## config.mk

```make
export PLATFORM = sky130hd
export DESIGN_NAME = tick_counter_alarm_slots_flat
export DESIGN_NICKNAME = d
export VERILOG_FILES = /design/src/tca_pkg.sv /design/src/tca_if.sv /design/src/tca_dl_ram.sv /design/src/tca_ctrl.sv /design/src/tick_counter_alarm_slots.sv /design/src/flat_wrapper.sv
export SDC_FILE = /design/constraint.sdc
export NUM_CORES = 1
export LEC_CHECK = 0
export ABC_AREA = 1
export ABC_CLOCK_PERIOD_IN_PS = 4200
export BUFFER_PORTS_ARGS = -buffer_cell sky130_fd_sc_hd__buf_4
export CAP_MARGIN = 5
export CORE_UTILIZATION = 46
export DETAILED_ROUTE_END_ITERATION = 10
export PLACE_DENSITY_LB_ADDON = 0.3
export SYNTH_ARGS = -nofsm -noshare
export SYNTH_HDL_FRONTEND = slang
export SYNTH_SLANG_ARGS = --single-unit
```

## constraint.sdc

```tcl
create_clock -name clk -period 4.2 [get_ports clk]
set_clock_uncertainty 0.15 [all_clocks]
set_input_delay 0.21 -clock clk [delete_from_list [all_inputs] [get_ports clk]]
set_output_delay 0.21 -clock clk [all_outputs]
set_load 0.02 [all_outputs]
```

## src/tca_pkg.sv

```systemverilog
package tca_pkg;

  localparam int SLOTS   = 8;
  localparam int SLOT_IW = (SLOTS > 1) ? $clog2(SLOTS) : 1;
  localparam int CNT_W   = 32;
  localparam int OP_W    = 3;
  localparam int SLOT_W  = 3;
  localparam int DELAY_W = 16;

  typedef enum logic [OP_W-1:0] {
    OP_TICK   = 3'd0,
    OP_START  = 3'd1,
    OP_CANCEL = 3'd2,
    OP_QUERY  = 3'd3,
    OP_READ   = 3'd4,
    OP_RESET  = 3'd5
  } tca_op_t;

  typedef struct packed {
    logic               we;
    logic [SLOT_IW-1:0] waddr;
    logic [CNT_W-1:0]   wdata;
    logic               re;
    logic [SLOT_IW-1:0] raddr;
  } tca_ram_req_t;

  typedef struct packed {
    logic [CNT_W-1:0] tick_count;
    logic             done_res;
  } tca_res_t;

endpackage

```

## src/tca_if.sv

```systemverilog
interface tca_in_if;
  logic                        valid;
  logic                        ready;
  logic [tca_pkg::OP_W-1:0]    op;
  logic [tca_pkg::SLOT_W-1:0]  slot;
  logic [tca_pkg::DELAY_W-1:0] delay;

  modport source (output valid, output op, output slot, output delay, input ready);
  modport sink   (input valid, input op, input slot, input delay, output ready);
endinterface

interface tca_out_if;
  logic                      valid;
  logic                      ready;
  logic [tca_pkg::CNT_W-1:0] tick_count;
  logic                      done_res;

  modport source (output valid, output tick_count, output done_res, input ready);
  modport sink   (input valid, input tick_count, input done_res, output ready);
endinterface

```

## src/tca_dl_ram.sv

```systemverilog
module tca_dl_ram (
  input  logic                      clk,
  input  tca_pkg::tca_ram_req_t     req,
  output logic [tca_pkg::CNT_W-1:0] rdata
);

  logic [tca_pkg::CNT_W-1:0] mem [tca_pkg::SLOTS];
  logic [tca_pkg::CNT_W-1:0] rdata_r;

  always_ff @(posedge clk) begin
    if (req.we) begin
      mem[req.waddr] <= req.wdata;
    end
    if (req.re) begin
      rdata_r <= mem[req.raddr];
    end
  end

  assign rdata = rdata_r;

endmodule

```

## src/tca_ctrl.sv

```systemverilog
module tca_ctrl (
  input  logic                      clk,
  input  logic                      rst_n,
  tca_in_if.sink                    in_ch,
  output tca_pkg::tca_ram_req_t     ram_req,
  input  logic [tca_pkg::CNT_W-1:0] ram_rdata,
  input  logic                      out_free,
  output logic                      res_valid,
  output tca_pkg::tca_res_t         res
);

  typedef enum logic [1:0] {ST_IDLE, ST_SCAN, ST_FIN} state_t;

  state_t                          st_r, st_nxt;
  logic [tca_pkg::CNT_W-1:0]       cnt_r, cnt_nxt;
  logic [tca_pkg::SLOTS-1:0]       act_r, act_nxt;
  logic [tca_pkg::SLOTS-1:0]       done_r, done_nxt;
  logic [tca_pkg::SLOT_IW-1:0]     scan_r, scan_nxt;
  logic                            cmp_v_r, cmp_v_nxt;
  logic [tca_pkg::SLOT_IW-1:0]     cmp_idx_r, cmp_idx_nxt;
  logic                            res_done_r, res_done_nxt;

  logic                            accept;
  logic                            slot_ok;
  logic [tca_pkg::SLOT_IW-1:0]     slot_idx;
  tca_pkg::tca_op_t                op;

  assign accept   = in_ch.valid && (st_r == ST_IDLE);
  assign slot_ok  = 32'(in_ch.slot) < 32'(tca_pkg::SLOTS);
  assign slot_idx = tca_pkg::SLOT_IW'(in_ch.slot);
  assign op       = tca_pkg::tca_op_t'(in_ch.op);

  assign in_ch.ready = (st_r == ST_IDLE);

  always_comb begin
    ram_req.we    = accept && (op == tca_pkg::OP_START) && slot_ok;
    ram_req.waddr = slot_idx;
    ram_req.wdata = cnt_r + tca_pkg::CNT_W'(in_ch.delay);
    ram_req.re    = (st_r == ST_SCAN);
    ram_req.raddr = scan_r;
  end

  always_comb begin
    st_nxt       = st_r;
    cnt_nxt      = cnt_r;
    act_nxt      = act_r;
    done_nxt     = done_r;
    scan_nxt     = scan_r;
    res_done_nxt = res_done_r;
    cmp_v_nxt    = (st_r == ST_SCAN);
    cmp_idx_nxt  = scan_r;
    res_valid    = 1'b0;

    // deadline compare, one slot behind the memory read
    if (cmp_v_r && act_r[cmp_idx_r] && (ram_rdata == cnt_r)) begin
      act_nxt[cmp_idx_r]  = 1'b0;
      done_nxt[cmp_idx_r] = 1'b1;
    end

    unique case (st_r)
      ST_IDLE: begin
        if (in_ch.valid) begin
          res_done_nxt = 1'b0;
          st_nxt       = ST_FIN;
          case (op)
            tca_pkg::OP_TICK: begin
              cnt_nxt  = cnt_r + tca_pkg::CNT_W'(1);
              scan_nxt = '0;
              st_nxt   = ST_SCAN;
            end
            tca_pkg::OP_START: begin
              if (slot_ok) begin
                act_nxt[slot_idx]  = 1'b1;
                done_nxt[slot_idx] = 1'b0;
              end
            end
            tca_pkg::OP_CANCEL: begin
              if (slot_ok) begin
                act_nxt[slot_idx] = 1'b0;
              end
            end
            tca_pkg::OP_QUERY: begin
              res_done_nxt = slot_ok && done_r[slot_idx];
            end
            tca_pkg::OP_RESET: begin
              cnt_nxt = '0;
            end
            default: begin
            end
          endcase
        end
      end
      ST_SCAN: begin
        if (scan_r == tca_pkg::SLOT_IW'(tca_pkg::SLOTS - 1)) begin
          st_nxt = ST_FIN;
        end else begin
          scan_nxt = scan_r + tca_pkg::SLOT_IW'(1);
        end
      end
      ST_FIN: begin
        if (out_free) begin
          res_valid = 1'b1;
          st_nxt    = ST_IDLE;
        end
      end
      default: begin
        st_nxt = ST_IDLE;
      end
    endcase
  end

  always_ff @(posedge clk) begin
    if (!rst_n) begin
      st_r    <= ST_IDLE;
      cnt_r   <= '0;
      act_r   <= '0;
      done_r  <= '0;
      cmp_v_r <= 1'b0;
    end else begin
      st_r    <= st_nxt;
      cnt_r   <= cnt_nxt;
      act_r   <= act_nxt;
      done_r  <= done_nxt;
      cmp_v_r <= cmp_v_nxt;
    end
    scan_r     <= scan_nxt;
    cmp_idx_r  <= cmp_idx_nxt;
    res_done_r <= res_done_nxt;
  end

  assign res.tick_count = cnt_r;
  assign res.done_res   = res_done_r;

endmodule

```

## src/tick_counter_alarm_slots.sv

```systemverilog
// Alarm timer with a 32-bit tick counter, advanced by tick operations, and SLOTS alarm slots.
// Each transaction on the input channel yields exactly one result transaction
// carrying the counter after the operation and, for a query, the slot's done
// flag. One item is processed at a time. A tick runs through ST_SCAN before
// its result leaves ST_FIN for the output register: the deadlines sit
// in a synchronous memory and are scanned one entry per cycle.
// All other operations go straight to ST_FIN. A new item is accepted while the
// previous result still waits in the output register.
module tick_counter_alarm_slots (
  input  logic      clk,
  input  logic      rst_n,
  tca_in_if.sink    in_ch,
  tca_out_if.source out_ch
);

  tca_pkg::tca_ram_req_t     ram_req;
  logic [tca_pkg::CNT_W-1:0] ram_rdata;
  logic                      out_free;
  logic                      res_valid;
  tca_pkg::tca_res_t         res;
  logic                      out_valid_r;
  tca_pkg::tca_res_t         out_data_r;

  tca_ctrl u_ctrl (
    .clk       (clk),
    .rst_n     (rst_n),
    .in_ch     (in_ch),
    .ram_req   (ram_req),
    .ram_rdata (ram_rdata),
    .out_free  (out_free),
    .res_valid (res_valid),
    .res       (res)
  );

  tca_dl_ram u_dl_ram (
    .clk   (clk),
    .req   (ram_req),
    .rdata (ram_rdata)
  );

  assign out_free = !out_valid_r || out_ch.ready;

  always_ff @(posedge clk) begin
    if (!rst_n) begin
      out_valid_r <= 1'b0;
    end else if (res_valid) begin
      out_valid_r <= 1'b1;
    end else if (out_ch.ready) begin
      out_valid_r <= 1'b0;
    end
    if (res_valid) begin
      out_data_r <= res;
    end
  end

  assign out_ch.valid      = out_valid_r;
  assign out_ch.tick_count = out_data_r.tick_count;
  assign out_ch.done_res   = out_data_r.done_res;

endmodule

```

## src/flat_wrapper.sv

```systemverilog
// flat-port wrapper written by rule: the top's interface ports become plain ports
module tick_counter_alarm_slots_flat 
  (clk, rst_n, in_ch_valid, in_ch_op, in_ch_slot, in_ch_delay, in_ch_ready, out_ch_valid, out_ch_tick_count, out_ch_done_res, out_ch_ready);
  tca_in_if in_ch_i ();
  tca_out_if out_ch_i ();
  input  logic clk;
  input  logic rst_n;
  input wire logic [$bits(in_ch_i.valid)-1:0] in_ch_valid;
  input wire logic [$bits(in_ch_i.op)-1:0] in_ch_op;
  input wire logic [$bits(in_ch_i.slot)-1:0] in_ch_slot;
  input wire logic [$bits(in_ch_i.delay)-1:0] in_ch_delay;
  output wire logic [$bits(in_ch_i.ready)-1:0] in_ch_ready;
  output wire logic [$bits(out_ch_i.valid)-1:0] out_ch_valid;
  output wire logic [$bits(out_ch_i.tick_count)-1:0] out_ch_tick_count;
  output wire logic [$bits(out_ch_i.done_res)-1:0] out_ch_done_res;
  input wire logic [$bits(out_ch_i.ready)-1:0] out_ch_ready;
  assign in_ch_i.valid = in_ch_valid;
  assign in_ch_i.op = in_ch_op;
  assign in_ch_i.slot = in_ch_slot;
  assign in_ch_i.delay = in_ch_delay;
  assign in_ch_ready = in_ch_i.ready;
  assign out_ch_valid = out_ch_i.valid;
  assign out_ch_tick_count = out_ch_i.tick_count;
  assign out_ch_done_res = out_ch_i.done_res;
  assign out_ch_i.ready = out_ch_ready;
  tick_counter_alarm_slots u_core (.clk(clk), .rst_n(rst_n), .in_ch(in_ch_i), .out_ch(out_ch_i));
endmodule
```

* Yosys cells after proc, flatten, opt, wreduce, memory -nomap -nowiden *
Memory sizes are Yosys's and may differ from the RTL's. A register that Yosys moved wholly into a read port is not among the register bits.
Cells that the tools add are included.
Widths: inputs -> output; s select.

word-level totals
  memory bits (read-only) = 0
  output and inout port bits = 35
  flip-flop bits (word level) = 92
  memories = 1
  bits in latches = 0
  bits in writable memories = 256
  input port bits = 26

operators by class
  bitwise logic cells = 7
  div/mod/pow operators = 0
  $lt $le $gt $ge = 4
  reduce and logical (&&, ||, !) cells = 17
  $add $sub $neg = 3
  multipliers = 0
  multiplexer cells = 32
  equal/unequal tests = 13
  shift operators = 0

memories
  memory               words  width  rd ports  clocked after memory_dff  wr ports  line             source
  u_core.u_dl_ram.mem  8      32     1         1                         1         tca_dl_ram.sv:7  logic [tca_pkg::CNT_W-1:0] mem [tca_pkg::SLOTS];

operators with widths
  cell                   number
  $pmux 32 s2            1
  $mux 8                 7
  $add 32x1->32 const B  1
  $add 32x16->32         1
  $eq 32x32->1           1
  $and 8x8->8            3
  $not 8->8              2
  $or 8x8->8             2
  $pmux 8 s2             1
  $mux 1                 10
  $mux 3                 3
  $lt 3x4->1 const B     2
  $mux 2                 4
  $bmux 1 s3             2
  $demux 1 s3            2
  $eq 3x2->1 const B     2
  $eq 3x3->1 const B     2
  $ge 3x1->1 const B     2
  $logic_and 1x1->1      6
  $ne 2x1->1 const B     3
  $pmux 2 s3             1
  $pmux 3 s2             1
  $reduce_and 3->1       2
  $reduce_bool 2->1      3
  11 further kinds       12

* Longest topological paths before layout *
  word-level depth = 11
  mapped depth = 13
  depth with buffers taken out = 12

* Cells and area by module *
A second synthesis with hierarchy kept.

second synthesis, totals
  cell total of the unflattened synthesis = 2,080
  area total of the unflattened synthesis = 18,383.9 µm²

modules (own cells, without submodules)
  module                    times used  cells an instance  area an instance (µm²)  seq. area each (µm²)
  tca_dl_ram                1           1,156              12,192.9                8,648.3
  tca_ctrl                  1           885                5,153.7                 1,201.2
  tick_counter_alarm_slots  1           39                 1,037.2                 1,011.0

* Least setup slack after synthesis *
Ideal clock, no wire load.

  kind = register -> register
  start = register u_core.u_ctrl.st_r[1]
  end = register u_core.out_data_r, in the netlist u_core.out_ch.done_res, enable pin
  library setup time = 464 ps
  path slack = 834 ps
  arrival = 2,751 ps
  cell stages (with the launch flop) = 3
  clock period less this slack = 3,366 ps
  path through = dfxtp_1 -> inv_1 -> nor3_1

between the ends
  cells in the longest elaborated chain, start to end = 2

ends and longest elaborated chain
  element                 line                            source
  from (decl)             tca_ctrl.sv:14                  state_t st_r, st_nxt;
  from (signal assigned)  tca_ctrl.sv:120                 st_r <= st_nxt;
  $eq 2x2->1              tca_ctrl.sv:60                  unique case (st_r)
  $mux 1                  tca_ctrl.sv:60
  via u_core.res_valid    tick_counter_alarm_slots.sv:19  logic res_valid;
  to (signal assigned)    tick_counter_alarm_slots.sv:52  out_data_r <= res;
  to (decl)               tick_counter_alarm_slots.sv:22  tca_pkg::tca_res_t out_data_r;

The timed path passes the listed nets, and every way through them passes these cells.
A chain may end at the register's enable or synchronous reset.

==> results.txt <==
- CP Max Fanout: 9
- Ys async rst share: 0
- Total length of routed wires: 44.4 mm
* Crit path launch type: register
- Final layout net count: 1801
* Area of the core region: 35800 µm²
* Buffers and inverters on the worst path: 0
- The Yosys step of the flow raised 0 warnings.
- GR Util All Layers: 0.236
* Setup bufs post-CTS: 0
- Data arrival time of the worst path: 3.04 ns
* Setup slack after placement: 1.35 ns
- Most numerous cell on the critical path: sky130_fd_sc_hd__nand2_1
- The die is 194 µm wide.
* Count of final max-slew check failures: 0
- Mapped Avg Cell Area: 10.0 µm²
- Outcome: finished, final reports clean
* Capturing instance or port of the critical path: u_core.u_dl_ram.mem[6][28]$_DFFE_PP_
* Worst EP required: 4.31 ns
- Timing-limited maximum frequency: 0.341 GHz
- Summed over all cells, the static leakage comes to 7.22 nW.
- Counting cells, the worst reg-to-reg path comes to 11.
- In this run the power density over the cells is 411 nW/µm².
- Clock-pin slew on the worst setup and hold paths: 0.06 ns
- Setup repair after global routing left no endpoint under its margin.
- Hpwl dp: 28.8 mm
- At the end of routability-driven placement, the weighted congestion stood at 0.991.
- TritonCTS clock tree: done
* Overflow left after global routing: 0
- Fin cells: 2245
- Counting flops with a built-in enable in the synthesized netlist gives 325.
- Starting Density: 0.472
- Series of cell instances along the critical path: ha_1 > fa_1 > nand3_1 > nand2_1 > nand3_1 > nand2_1 > nand2_1 > nand2_1 > nand2_1 > nor2_1 > xor2_1
* Synthesized flop and latch total: 380
* Largest voltage drop on the vdd net: 0.000291 V
- The library cell used most frequently in the layout, excluding fill and tap cells, is sky130_fd_sc_hd__nor2_1.
* TritonCTS sink count: 380
* Critical path depth: 11
- Number of maximum-capacitance violations: 0
* Height of the chip: 194 µm
- The first detailed-routing pass ran for 6 iterations.
- Hold repair after CTS inserted 9 buffers.
* Tmin final: 2.93 ns
* Pin count of the biggest net entering global routing: 132
- Class of the tightest hold or removal check: input pin to register
- CTS buffer count: 40
* Total power: 7.90 mW
- The slowest stage of the critical path belongs to the cell sky130_fd_sc_hd__xor2_1.
- Via Count: 12500
- In the final routed layout, each cell accounts on average for 19.8 µm.
* Resized Gates After CTS: 0
- Worst setup path category: register to register
- # DRC: 0
- The die covers 37500 µm².
- Commonest cells after routing, fill and taps aside: 328 x sky130_fd_sc_hd__nor2_1, 325 x sky130_fd_sc_hd__edfxtp_1, 291 x sky130_fd_sc_hd__nand2_1
* R2r setup slk: 1.27 ns
- At the pin with the least slew margin, the transition time is 0.868 ns.
- Input and output buffers added on the ports amount to 60.
- Main synth FF type: sky130_fd_sc_hd__edfxtp_1
- Hold timing on the final database bottoms out at a slack of 0.0992 ns.
* Placed insts: 2165
- The worst pin sits at a relative slew slack of 0.417.
- The number of global-route vias before repair came to 11700.
* Setup slack of the critical path after layout: 1.27 ns
- Worst-case clock buffer depth: 3
* Mapped Area: 16900 µm²
* Largest stage delay, worst path: 0.52 ns
- Per-cell via count in the routed design: 5.55
- In the finished design, the share of the clock period the worst path needs comes to 0.698.
- Cells after Synth: 1687
- H-tree depth: 2
* Clock latency at the later pin of the worst-skew pair: 0.55 ns
* Growth of design area from synthesis to finish: 13.8%
* Sequential cell area fraction in the yosys report: 0.643
- Share of post-route cells with drive strength above 1: 0.0919
* Global-route wire length before repair: 68.2 mm
- Cell area reported after detailed placement: 17900 µm²
- Once detail routing completed, the nets flagged for antenna violations numbered 0.
- Destination of the worst register-to-register timing path: u_core.u_dl_ram.mem[6][28]$_DFFE_PP_
- 0 antenna diodes ended up in the layout.
* Final count of hold timing violations: 0
- Kind of end point of the critical path: register
- Critical register-to-register path startpoint: u_core.u_ctrl.cnt_r[0]$_SDFFE_PN0P_
- Once layout is complete, the utilization of the core stands at 0.537.
- Core Rows: 69
* TNS Setup: 0 ns
- Synthesized Nets: 1733
- Number of library cell types mapped by synthesis: 44
- Once layout is done, the placed cells without fillers occupy 19200 µm².
- CTS placed an instance of sky130_fd_sc_hd__clkbuf_16 at the clock tree root.
- Beginning of the critical path: u_core.u_ctrl.cnt_r[0]$_SDFFE_PN0P_
- Final setup fails: 0
- Initial drt markers: 1141
* I/O pins: 61
* Family of cells with the greatest summed delay on the critical path: simple AND/OR/NAND/NOR gates
- The initial antenna violation count is 0.
-- power by group --
group | switching (mW) | internal, mW | total (mW)
clock network | 1.46 | 1.96 | 3.42
registers | 0.0201 | 4.12 | 4.14
logic | 0.235 | 0.110 | 0.345
total | 1.71 | 6.18 | 7.90
-- kinds of logic (layout without fill, tap and decap cells) --
kind of cell,Yosys count,count (layout),synth area share
adder cells (fa/ha/maj),20,20,0.0153
flip-flops,380,380,0.643
XOR/XNOR,27,27,0.0140
buffers and inverters,204,301,0.0465
AND/OR/NAND/NOR,749,749,0.182
AO/OA/AOI/OAI,307,307,0.100
-- flip-flops by register name (all words and copies together) (netlist names) --
register / count
u_core.u_ctrl.res_done_r: 1
u_core.u_ctrl.cnt_r: 32
u_core.out_ch.tick_count: 32
u_core.u_ctrl.act_r: 8
u_core.u_ctrl.cmp_idx_r: 3
u_core.out_ch.valid: 1
u_core.u_dl_ram.rdata: 32
u_core.u_ctrl.st_r: 2
u_core.u_dl_ram.mem: 256
u_core.u_ctrl.cmp_idx_nxt: 3
u_core.out_ch.done_res: 1
u_core.u_ctrl.done_r: 8
u_core.u_ctrl.cmp_v_r: 1
-- metal layers --
layer	part of all wire	routed length (µm)	GRT usage
met5	0	0	0
met4	0.025	1130	0.0708
met3	0.073	3230	0.0285
met2	0.46	20300	0.380
met1	0.44	19700	0.337
-- synth_stat cells, types with 2 or more instances --
cell type	count	area [µm²]
sky130_fd_sc_hd__inv_1	135	507
sky130_fd_sc_hd__nand4_1	22	138
sky130_fd_sc_hd__o31ai_1	2	15.0
sky130_fd_sc_hd__nand2_1	291	1090
sky130_fd_sc_hd__o22ai_1	36	225
sky130_fd_sc_hd__clkbuf_1	38	143
sky130_fd_sc_hd__dfxtp_1	55	1100
sky130_fd_sc_hd__buf_2	16	80.1
sky130_fd_sc_hd__buf_1	9	33.8
sky130_fd_sc_hd__inv_2	5	18.8
sky130_fd_sc_hd__o21ai_0	150	751
sky130_fd_sc_hd__ha_1	19	238
sky130_fd_sc_hd__xor2_1	25	219
sky130_fd_sc_hd__nor2_1	331	1240
sky130_fd_sc_hd__a31oi_1	34	213
sky130_fd_sc_hd__nor2_2	4	25.0
sky130_fd_sc_hd__a21o_1	3	22.5
sky130_fd_sc_hd__edfxtp_1	325	9760
sky130_fd_sc_hd__a21oi_1	65	325
sky130_fd_sc_hd__nand3b_1	2	15.0
sky130_fd_sc_hd__nand3_1	57	285
sky130_fd_sc_hd__a21boi_0	6	45.0
sky130_fd_sc_hd__nor3_1	25	125
sky130_fd_sc_hd__nand2_2	4	25.0
sky130_fd_sc_hd__xnor2_1	2	17.5
sky130_fd_sc_hd__nor2_4	4	45.0
sky130_fd_sc_hd__o21a_1	3	22.5
sky130_fd_sc_hd__nor4_1	3	18.8
-- worst reg2reg max path: cells and delay by family (launching register included) --
family,cells,cell delay [ns]
AND/OR/NAND/NOR,8,0.96
adder cells (fa/ha/maj),2,0.52
XOR/XNOR,1,0.52
flip-flops,1,0.51
-- final cells by class --
| cell class | instances | area (µm²) |
|---|---|---|
| Multi-Input combinational cell | 1103 | 5280 |
| Clock inverter | 24 | 244 |
| Sequential cell | 380 | 10900 |
| Inverter | 141 | 529 |
| Clock buffer | 47 | 1030 |
| Timing Repair Buffer | 89 | 716 |
| Fill cell | 3070 | 16600 |
| Tap cell | 461 | 577 |
-- worst min path at each step --
| stage | cells after the start | from | slack, ns | to |
|---|---|---|---|---|
| 4_1_cts | 5 | in_ch_op[1] | 0.08 | u_core.u_ctrl.res_done_r$_SDFFCE_PP0P_ |
| 2_1_floorplan | 2 | rst_n | 0.24 | u_core.u_ctrl.act_r[0]$_SDFF_PN0_ |
| 3_5_place_dp | 0 | u_core.u_ctrl.res_done_r$_SDFFCE_PP0P_ | 0.28 | u_core.out_ch.done_res$_DFFE_PP_ |
| 6_report | 5 | in_ch_op[1] | 0.1 | u_core.u_ctrl.res_done_r$_SDFFCE_PP0P_ |
| 3_3_place_gp | 0 | u_core.u_ctrl.cmp_idx_nxt[2]$_SDFFCE_PN0P_ | 0.28 | u_core.u_ctrl.cmp_idx_r[2]$_DFF_P_ |
| 5_1_grt | 5 | in_ch_op[1] | 0.13 | u_core.u_ctrl.res_done_r$_SDFFCE_PP0P_ |
Note: power is estimated with default switching activity, not from simulation.
